**src/hsvrgb_pkg.sv**
```systemverilog
`default_nettype none

package hsvrgb_pkg;

    // Hue in 1/64 degree: one full turn and one 60-degree sector.
    localparam int unsigned HUE_FULL_TURN = 23040;
    localparam int unsigned HUE_SECTOR    = 3840;

    // Division by 15 done as a multiply by ceil(2^24 / 15) and a shift of 24.
    localparam int unsigned RECIP15_SHIFT = 24;
    localparam logic [20:0] RECIP15       = 21'd1118482;

    // Register stages from input transfer to the output register.
    localparam int unsigned NUM_STAGES = 5;

    // Sector codes, one for each 60 degrees of hue.
    localparam logic [2:0] SEC_RED_YELLOW    = 3'd0;
    localparam logic [2:0] SEC_YELLOW_GREEN  = 3'd1;
    localparam logic [2:0] SEC_GREEN_CYAN    = 3'd2;
    localparam logic [2:0] SEC_CYAN_BLUE     = 3'd3;
    localparam logic [2:0] SEC_BLUE_MAGENTA  = 3'd4;
    localparam logic [2:0] SEC_MAGENTA_RED   = 3'd5;

    typedef struct packed {
        logic signed [15:0] hue;
        logic [7:0]         saturation;
        logic [7:0]         brightness;
        logic [7:0]         alpha_in;
    } t_hsv_pixel;

    typedef struct packed {
        logic [7:0] red;
        logic [7:0] green;
        logic [7:0] blue;
        logic [7:0] alpha_out;
    } t_rgba_pixel;

    typedef struct packed {
        logic [NUM_STAGES-1:0] en;
    } t_pipe_ctl;

    // Result of the front stages: chroma, value, sector and hue ramp.
    typedef struct packed {
        logic [16:0] c16;
        logic [16:0] val16;
        logic [2:0]  sector;
        logic [11:0] ramp;
        logic [7:0]  alpha;
    } t_front;

    // Result of the ramp stages: chroma, secondary component and offset.
    typedef struct packed {
        logic [16:0] c16;
        logic [16:0] x16;
        logic [16:0] m16;
        logic [2:0]  sector;
        logic [7:0]  alpha;
    } t_ramp;

endpackage

`default_nettype wire

```
**src/hsvrgb_ctrl.sv**
```systemverilog
`default_nettype none

module hsvrgb_ctrl (
    input  wire logic                  i_clk,
    input  wire logic                  i_rst_n,
    input  wire logic                  i_valid,
    input  wire logic                  i_ready,
    output logic                       o_ready,
    output logic                       o_valid,
    output hsvrgb_pkg::t_pipe_ctl      o_ctl
);

    localparam int unsigned N = hsvrgb_pkg::NUM_STAGES;

    logic [N-1:0] r_vld;
    logic [N-1:0] n_vld;
    logic [N-1:0] en;

    // A stage may load when it is empty or when the stage after it loads,
    // so bubbles close up even while the output is stalled.
    always_comb begin
        en[N-1] = ~r_vld[N-1] | i_ready;
        for (int k = N - 2; k >= 0; k--) begin
            en[k] = ~r_vld[k] | en[k+1];
        end
    end

    always_comb begin
        n_vld = r_vld;
        if (en[0]) begin
            n_vld[0] = i_valid;
        end
        for (int k = 1; k < N; k++) begin
            if (en[k]) begin
                n_vld[k] = r_vld[k-1];
            end
        end
    end

    always_ff @(posedge i_clk) begin
        if (!i_rst_n) begin
            r_vld <= '0;
        end else begin
            r_vld <= n_vld;
        end
    end

    assign o_ready  = en[0];
    assign o_valid  = r_vld[N-1];
    assign o_ctl.en = en;

    a_accept_enters: assert property (@(posedge i_clk) disable iff (!i_rst_n)
        (i_valid && o_ready) |=> r_vld[0])
        else $error("accepted transfer did not enter the first stage");

    a_reset_empties: assert property (@(posedge i_clk)
        !i_rst_n |=> (r_vld == '0))
        else $error("pipeline not empty after reset");

    a_full_stall_blocks: assert property (@(posedge i_clk) disable iff (!i_rst_n)
        ((r_vld == '1) && !i_ready) |-> !o_ready)
        else $error("full stalled pipeline still takes input");

    a_inner_hold: assert property (@(posedge i_clk) disable iff (!i_rst_n)
        (r_vld[N-2] && !en[N-1]) |=> r_vld[N-2])
        else $error("stalled item dropped from the last inner stage");

endmodule

`default_nettype wire

```
**src/hsvrgb_front.sv**
```systemverilog
`default_nettype none

module hsvrgb_front (
    input  wire logic                   i_clk,
    input  wire hsvrgb_pkg::t_pipe_ctl  i_ctl,
    input  wire hsvrgb_pkg::t_hsv_pixel i_pixel,
    output hsvrgb_pkg::t_front          o_front
);

    localparam logic signed [16:0] TURN     = 17'(hsvrgb_pkg::HUE_FULL_TURN);
    localparam logic signed [16:0] TWO_TURN = 17'(2 * hsvrgb_pkg::HUE_FULL_TURN);
    localparam logic [14:0] SEC1 = 15'(hsvrgb_pkg::HUE_SECTOR);
    localparam logic [14:0] SEC2 = 15'(2 * hsvrgb_pkg::HUE_SECTOR);
    localparam logic [14:0] SEC3 = 15'(3 * hsvrgb_pkg::HUE_SECTOR);
    localparam logic [14:0] SEC4 = 15'(4 * hsvrgb_pkg::HUE_SECTOR);
    localparam logic [14:0] SEC5 = 15'(5 * hsvrgb_pkg::HUE_SECTOR);

    // A byte scaled so that 255 is exactly 1.0 with 16 fraction bits:
    // ceil(b * 65536 / 255) = b * 257 + (b != 0).
    function automatic logic [16:0] byte_to_q16(input logic [7:0] b);
        return {1'b0, b, b} + 17'(b != 8'd0);
    endfunction

    logic signed [16:0] hue_ext;
    logic signed [16:0] hue_wrap;
    logic [16:0]        n_s0_sat;
    logic [16:0]        n_s0_val;

    logic [14:0] r_s0_hue;
    logic [16:0] r_s0_sat;
    logic [16:0] r_s0_val;
    logic [7:0]  r_s0_alpha;

    always_comb begin
        hue_ext = {i_pixel.hue[15], i_pixel.hue};
        if (hue_ext < -TURN) begin
            hue_wrap = hue_ext + TWO_TURN;
        end else if (hue_ext < 17'sd0) begin
            hue_wrap = hue_ext + TURN;
        end else if (hue_ext >= TURN) begin
            hue_wrap = hue_ext - TURN;
        end else begin
            hue_wrap = hue_ext;
        end
        n_s0_sat = byte_to_q16(i_pixel.saturation);
        n_s0_val = byte_to_q16(i_pixel.brightness);
    end

    always_ff @(posedge i_clk) begin
        if (i_ctl.en[0]) begin
            r_s0_hue   <= hue_wrap[14:0];
            r_s0_sat   <= n_s0_sat;
            r_s0_val   <= n_s0_val;
            r_s0_alpha <= i_pixel.alpha_in;
        end
    end

    logic [33:0]        prod_vs;
    logic [2:0]         sector;
    logic [14:0]        pair_base;
    logic [12:0]        pos;
    logic signed [13:0] dist_signed;
    logic [11:0]        dist_abs;

    // Sector from the wrapped hue; pos is the hue modulo two sectors, and
    // the ramp rises over even sectors and falls over odd ones.
    always_comb begin
        prod_vs = r_s0_val * r_s0_sat;
        if (r_s0_hue >= SEC5) begin
            sector = hsvrgb_pkg::SEC_MAGENTA_RED;
        end else if (r_s0_hue >= SEC4) begin
            sector = hsvrgb_pkg::SEC_BLUE_MAGENTA;
        end else if (r_s0_hue >= SEC3) begin
            sector = hsvrgb_pkg::SEC_CYAN_BLUE;
        end else if (r_s0_hue >= SEC2) begin
            sector = hsvrgb_pkg::SEC_GREEN_CYAN;
        end else if (r_s0_hue >= SEC1) begin
            sector = hsvrgb_pkg::SEC_YELLOW_GREEN;
        end else begin
            sector = hsvrgb_pkg::SEC_RED_YELLOW;
        end
        if (r_s0_hue >= SEC4) begin
            pair_base = SEC4;
        end else if (r_s0_hue >= SEC2) begin
            pair_base = SEC2;
        end else begin
            pair_base = '0;
        end
        pos  = 13'(r_s0_hue - pair_base);
        dist_signed = $signed({1'b0, pos}) - $signed({2'b00, SEC1[11:0]});
        dist_abs = dist_signed[13] ? 12'(-dist_signed) : dist_signed[11:0];
    end

    always_ff @(posedge i_clk) begin
        if (i_ctl.en[1]) begin
            o_front.c16    <= prod_vs[32:16];
            o_front.val16  <= r_s0_val;
            o_front.sector <= sector;
            o_front.ramp   <= SEC1[11:0] - dist_abs;
            o_front.alpha  <= r_s0_alpha;
        end
    end

endmodule

`default_nettype wire

```
**src/hsvrgb_ramp.sv**
```systemverilog
`default_nettype none

module hsvrgb_ramp (
    input  wire logic                  i_clk,
    input  wire hsvrgb_pkg::t_pipe_ctl i_ctl,
    input  wire hsvrgb_pkg::t_front    i_front,
    output hsvrgb_pkg::t_ramp          o_ramp
);

    logic [28:0] prod_cr;

    logic [19:0] r_s2_num;
    logic [16:0] r_s2_c16;
    logic [16:0] r_s2_m16;
    logic [2:0]  r_s2_sector;
    logic [7:0]  r_s2_alpha;

    // c * ramp / 3840 is split as (c * ramp / 256) / 15; the first part is
    // a shift here, the second a reciprocal multiply in the next stage.
    assign prod_cr = i_front.c16 * i_front.ramp;

    always_ff @(posedge i_clk) begin
        if (i_ctl.en[2]) begin
            r_s2_num    <= prod_cr[27:8];
            r_s2_c16    <= i_front.c16;
            r_s2_m16    <= i_front.val16 - i_front.c16;
            r_s2_sector <= i_front.sector;
            r_s2_alpha  <= i_front.alpha;
        end
    end

    logic [40:0] prod_recip;

    // Exact for every numerator below 2^20, which covers the full range.
    assign prod_recip = r_s2_num * hsvrgb_pkg::RECIP15;

    always_ff @(posedge i_clk) begin
        if (i_ctl.en[3]) begin
            o_ramp.x16    <= prod_recip[hsvrgb_pkg::RECIP15_SHIFT +: 17];
            o_ramp.c16    <= r_s2_c16;
            o_ramp.m16    <= r_s2_m16;
            o_ramp.sector <= r_s2_sector;
            o_ramp.alpha  <= r_s2_alpha;
        end
    end

endmodule

`default_nettype wire

```
**src/hsvrgb_mix.sv**
```systemverilog
`default_nettype none

module hsvrgb_mix (
    input  wire logic                  i_clk,
    input  wire hsvrgb_pkg::t_pipe_ctl i_ctl,
    input  wire hsvrgb_pkg::t_ramp     i_ramp,
    output hsvrgb_pkg::t_rgba_pixel    o_pixel
);

    // Channel plus offset never exceeds 1.0, so (q * 255) >> 16 fits a byte.
    function automatic logic [7:0] q16_to_byte(input logic [16:0] q);
        logic [24:0] scaled;
        scaled = {q, 8'd0} - {8'd0, q};
        return scaled[23:16];
    endfunction

    logic [16:0] r_lin;
    logic [16:0] g_lin;
    logic [16:0] b_lin;

    always_comb begin
        r_lin = '0;
        g_lin = '0;
        b_lin = '0;
        case (i_ramp.sector)
            hsvrgb_pkg::SEC_RED_YELLOW: begin
                r_lin = i_ramp.c16;
                g_lin = i_ramp.x16;
            end
            hsvrgb_pkg::SEC_YELLOW_GREEN: begin
                r_lin = i_ramp.x16;
                g_lin = i_ramp.c16;
            end
            hsvrgb_pkg::SEC_GREEN_CYAN: begin
                g_lin = i_ramp.c16;
                b_lin = i_ramp.x16;
            end
            hsvrgb_pkg::SEC_CYAN_BLUE: begin
                g_lin = i_ramp.x16;
                b_lin = i_ramp.c16;
            end
            hsvrgb_pkg::SEC_BLUE_MAGENTA: begin
                r_lin = i_ramp.x16;
                b_lin = i_ramp.c16;
            end
            default: begin
                r_lin = i_ramp.c16;
                b_lin = i_ramp.x16;
            end
        endcase
    end

    always_ff @(posedge i_clk) begin
        if (i_ctl.en[4]) begin
            o_pixel.red       <= q16_to_byte(r_lin + i_ramp.m16);
            o_pixel.green     <= q16_to_byte(g_lin + i_ramp.m16);
            o_pixel.blue      <= q16_to_byte(b_lin + i_ramp.m16);
            o_pixel.alpha_out <= i_ramp.alpha;
        end
    end

endmodule

`default_nettype wire

```
**src/hsv_to_rgb_pixel_converter.sv**
```systemverilog
// Path: a pixel transferred in is registered in stage 0, then in the front, numerator, ramp and output registers.
// Throughput: one pixel per clock cycle while the output is not stalled, set by the five-stage pipeline with no loop.
// Each stage refills as soon as it empties, so a stall at the output holds every pixel.
// Reset (synchronous, active low) clears the stage valid bits only; data registers are kept.
`default_nettype none

module hsv_to_rgb_pixel_converter (
    input  wire logic                    i_clk,
    input  wire logic                    i_rst_n,
    input  wire logic                    i_valid,
    output logic                         o_ready,
    input  wire hsvrgb_pkg::t_hsv_pixel  i_pixel,
    output logic                         o_valid,
    input  wire logic                    i_ready,
    output hsvrgb_pkg::t_rgba_pixel      o_pixel
);

    hsvrgb_pkg::t_pipe_ctl ctl;
    hsvrgb_pkg::t_front    front;
    hsvrgb_pkg::t_ramp     ramp;

    hsvrgb_ctrl u_ctrl (
        .i_clk   (i_clk),
        .i_rst_n (i_rst_n),
        .i_valid (i_valid),
        .i_ready (i_ready),
        .o_ready (o_ready),
        .o_valid (o_valid),
        .o_ctl   (ctl)
    );

    hsvrgb_front u_front (
        .i_clk   (i_clk),
        .i_ctl   (ctl),
        .i_pixel (i_pixel),
        .o_front (front)
    );

    hsvrgb_ramp u_ramp (
        .i_clk   (i_clk),
        .i_ctl   (ctl),
        .i_front (front),
        .o_ramp  (ramp)
    );

    hsvrgb_mix u_mix (
        .i_clk   (i_clk),
        .i_ctl   (ctl),
        .i_ramp  (ramp),
        .o_pixel (o_pixel)
    );

endmodule

`default_nettype wire

```
**config.mk**
```make
export PLATFORM = sky130hd
export DESIGN_NAME = hsv_to_rgb_pixel_converter
export DESIGN_NICKNAME = d
export VERILOG_FILES = /design/src/hsvrgb_pkg.sv /design/src/hsvrgb_ctrl.sv /design/src/hsvrgb_front.sv /design/src/hsvrgb_ramp.sv /design/src/hsvrgb_mix.sv /design/src/hsv_to_rgb_pixel_converter.sv
export SDC_FILE = /design/constraint.sdc
export NUM_CORES = 2
export LEC_CHECK = 0
export ABC_AREA = 0
export BUFFER_PORTS_ARGS = -buffer_cell sky130_fd_sc_hd__buf_2
export CAP_MARGIN = 20
export CELL_PAD_IN_SITES_DETAIL_PLACEMENT = 0
export CELL_PAD_IN_SITES_GLOBAL_PLACEMENT = 1
export CORE_AREA = 2 2 258 260
export CTS_BUF_LIST = sky130_fd_sc_hd__clkbuf_4 sky130_fd_sc_hd__clkbuf_8
export DETAILED_ROUTE_END_ITERATION = 6
export DIE_AREA = 0 0 260 262
export GPL_TIMING_DRIVEN = 1
export PLACE_DENSITY = 0.91
export SLEW_MARGIN = 20
export SYNTH_ARGS = -nofsm -noshare
export SYNTH_HDL_FRONTEND = slang
export SYNTH_SLANG_ARGS = --single-unit
```
**constraint.sdc**
```tcl
create_clock -name i_clk -period 9.4 [get_ports i_clk]
set_clock_uncertainty 0.15 [all_clocks]
set_input_delay 1.41 -clock i_clk [delete_from_list [all_inputs] [get_ports i_clk]]
set_output_delay 1.41 -clock i_clk [all_outputs]
set_load 0.02 [all_outputs]
```
==> out/qor.txt <==
Status: finished, final reports clean
Worst path depth: 21
Max-cap viol count: 0
Setup CP Type: flip-flop to flip-flop
Area of the core: 65300 um2
Die height: 262 um
Setup crit end: u_front.o_front[56]$_DFFE_PP_
GR Overflow Total: 0
Adder-cell share of the synthesized area: 40.8%
Main synth FF type: edfxtp_1
CTS tree: built
IO Count: 78
Worst EP required: 9650 ps
Die area: 68100 um2
Mux share of post-synthesis cell area: 0.127%
Detailed router's first-iteration violation count: 1688
Final worst path period need: 7250 ps
Syn Std Cell Area: 32500 um2
Synth area leader: edfxtp_1
Layout cells sized above 1: 6.18%
Initial Util: 49.8%
Warnings from Yosys: 0
Clock Root Buffer: clkbuf_8
Worst-Skew Late Latency: 680 ps
Drt via density: 5.30
# DRC: 0
Storage element area: 8300 um2
Post-route ant nets: 0
Synth top area share: 25.2%
# resized after CTS: 0
Row cnt: 94
Post-Syn Nets: 4051
Crit share post-route: 77.1%
Crit path from: u_front.r_s0_val[9]$_DFFE_PP_
RSZ-0062 raised after global routing: false
Worst path cell trace: and2_1, fa_1, inv_1, fa_1, fa_1, inv_1, fa_1, fa_1, inv_1, fa_1, inv_1, ha_1, and4_1, nor4b_2, nor3_1, o41a_2, nor2_4, a2111oi_4, a21oi_2, a21oi_1, xnor2_1
Postcts setup bufs: 0
Synth Register Bits: 278
Hold Vio Cnt, Final: 0
Worst hold path class: flip-flop to flip-flop
Wire per inst: 17.1 um
Initial antenna violation count: 1
Critical R2R Capture: u_front.o_front[56]$_DFFE_PP_
Vias in the first global route: 22395
Crit. End Element: flip-flop
# H-tree levels: 2
Critical path data arrival time: 7500 ps
Most common cell in the netlist: inv_1
Complex-gate fraction of the synthesized area: 7.92%
CP Max Fanout: 18
Fillers: 5678
TritonCTS buffer count: 47
CP dominant cell by count: fa_1
Synthesized instance count: 3192
Final net count: 4108
Total Wirelength: 71100 um
Gr usage total: 21.8%
Area grow syn2layout: 7.28%
Post-synth EDFFs: 273
Crit-path slowest cell: edfxtp_1
Post-route setup TNS: 0 ps
Synth area leaders: edfxtp_1, fa_1, ha_1, inv_1, nand2_1
Drt first pass iters: 5
Post-synthesis sequential area ratio: 25.5%
Port buffer count: 77
Max Root-Sink Buffers: 3
R2R depth: 21
Post-synthesis simple-gate area fraction: 12.7%
CTS Hold Bufs: 0
Worst rel slew slack: 40.2%
CTS sink count: 278
Crit path launch type: flip-flop
Cell variety after synth: 90
Gpl congestion: 0.902
Synth Area per Inst: 10.2 um2
Worst-margin pin slew: 897 ps
Clock-pin slew on the worst setup and hold paths: 60 ps
Via count: 22004
Most frequent cells after synthesis: inv_1, fa_1, ha_1
Final setup fails: 0
Share of flip-flops with an asynchronous set or reset: 0%
CP Buf/Inv Count: 4
Largest net degree at the start of global routing: 66
Dpl hpwl: 57100 um
Final slew viol count: 0
Largest family of logic cells by synthesized area: adder cells
Die W: 260 um
R2R setup slack: 2150 ps
Fmax: 138 MHz
XOR/XNOR share of the synthesized area: 4.47%
Area of the multi-input gates: 21500 um2
RR Startpoint: u_front.r_s0_val[9]$_DFFE_PP_
Max incr delay on CP: 710 ps
First-pass GRT wire length: 117000 um
CP delay by family, top: adder cells
[placed cells by master (no fill, tap or decap), drive strengths merged, types with 18 or more instances in the layout]
cell type,n
inv,639
xnor2,117
edfxtp,273
buf,95
clkinv,18
nand2b,21
ha,406
a22o,48
nor2b,35
clkbuf,58
a21o,39
nor2,84
a21oi,80
xor2,48
o21ai,66
nand2,364
nor3,30
nand3,36
and2,198
and3,20
fa,409
[flip-flops by register name (all words and copies together) (netlist names)]
| signal | count |
|---|---|
| u_ramp.o_ramp | 62 |
| u_front.o_front | 57 |
| u_mix.o_pixel | 32 |
| u_ramp.r_s2_num | 20 |
| u_front.r_s0_sat | 17 |
| u_front.r_s0_val | 17 |
| u_ramp.r_s2_c16 | 17 |
| u_ramp.r_s2_m16 | 17 |
| u_front.r_s0_hue | 15 |
| u_front.r_s0_alpha | 8 |
| u_ramp.r_s2_alpha | 8 |
| u_ctrl.r_vld | 5 |
| u_ramp.r_s2_sector | 3 |
[per-layer routing]
layer / track usage (%) / vias to the layer above / wire length, um
li1: - / 10451 / -
met1: 29.9 / 10771 / 31600
met2: 34.9 / 684 / 32200
met3: 4.92 / 98 / 5570
met4: 6.19 / 0 / 1710
met5: 0 / - / 0
[cell type report]
| cell class | count | share of cell area [%] |
|---|---|---|
| inverter | 638 | 6.87 |
| sequential | 278 | 23.8 |
| multi-input combinational | 2189 | 61.6 |
| tap | 864 | 3.10 |
| timing repair buffer | 95 | 1.49 |
| clock inverter | 28 | 1.01 |
| clock buffer | 58 | 2.09 |
| antenna | 1 | 0.00717 |
[how the worst min path moves through the flow]
stage / to / startpoint / cells past startpoint
after floorplan: u_front.o_front[0]$_DFFE_PP_ / u_front.r_s0_alpha[0]$_DFFE_PP_ / 0
after global placement: u_ramp.o_ramp[5]$_DFFE_PP_ / u_ramp.r_s2_alpha[5]$_DFFE_PP_ / 0
after detailed placement: u_ramp.o_ramp[24]$_DFFE_PP_ / u_ramp.r_s2_m16[13]$_DFFE_PP_ / 0
after CTS: u_ramp.o_ramp[5]$_DFFE_PP_ / u_ramp.r_s2_alpha[5]$_DFFE_PP_ / 0
after global routing: u_front.o_front[1]$_DFFE_PP_ / u_front.r_s0_alpha[1]$_DFFE_PP_ / 0
final: u_ramp.o_ramp[24]$_DFFE_PP_ / u_ramp.r_s2_m16[13]$_DFFE_PP_ / 0
[logic make-up (layout without fill, tap and decap cells)]
kind of cell    after synthesis  in the layout
compound gates              360            360
mux                           4              4
flops                       278            278
other cells                   0              1
buf+inv                     725            819
fa+ha+maj                   816            816
xor+xnor                    165            165
simple gates                844            844
[stage by stage]
stage | instance area, um2 | worst slack (ps) | util (%) | instances | hold slack (ps)
after global routing | 34900 | 1850 | 53.4 | 4151 | 274
after CTS | 34900 | 2150 | 53.4 | 4150 | 265
after global placement | 33800 | 2290 | 51.8 | 4064 | 251
after floorplan | 32500 | 2740 | - | 3192 | 250
final | 34900 | 2150 | 53.4 | 4151 | 267
after detailed placement | 33800 | 2170 | 51.8 | 4064 | 255
Power is left out: the tool's default activity adds up to more than one toggle a clock period on the data nets, which glitch-free logic cannot reach.
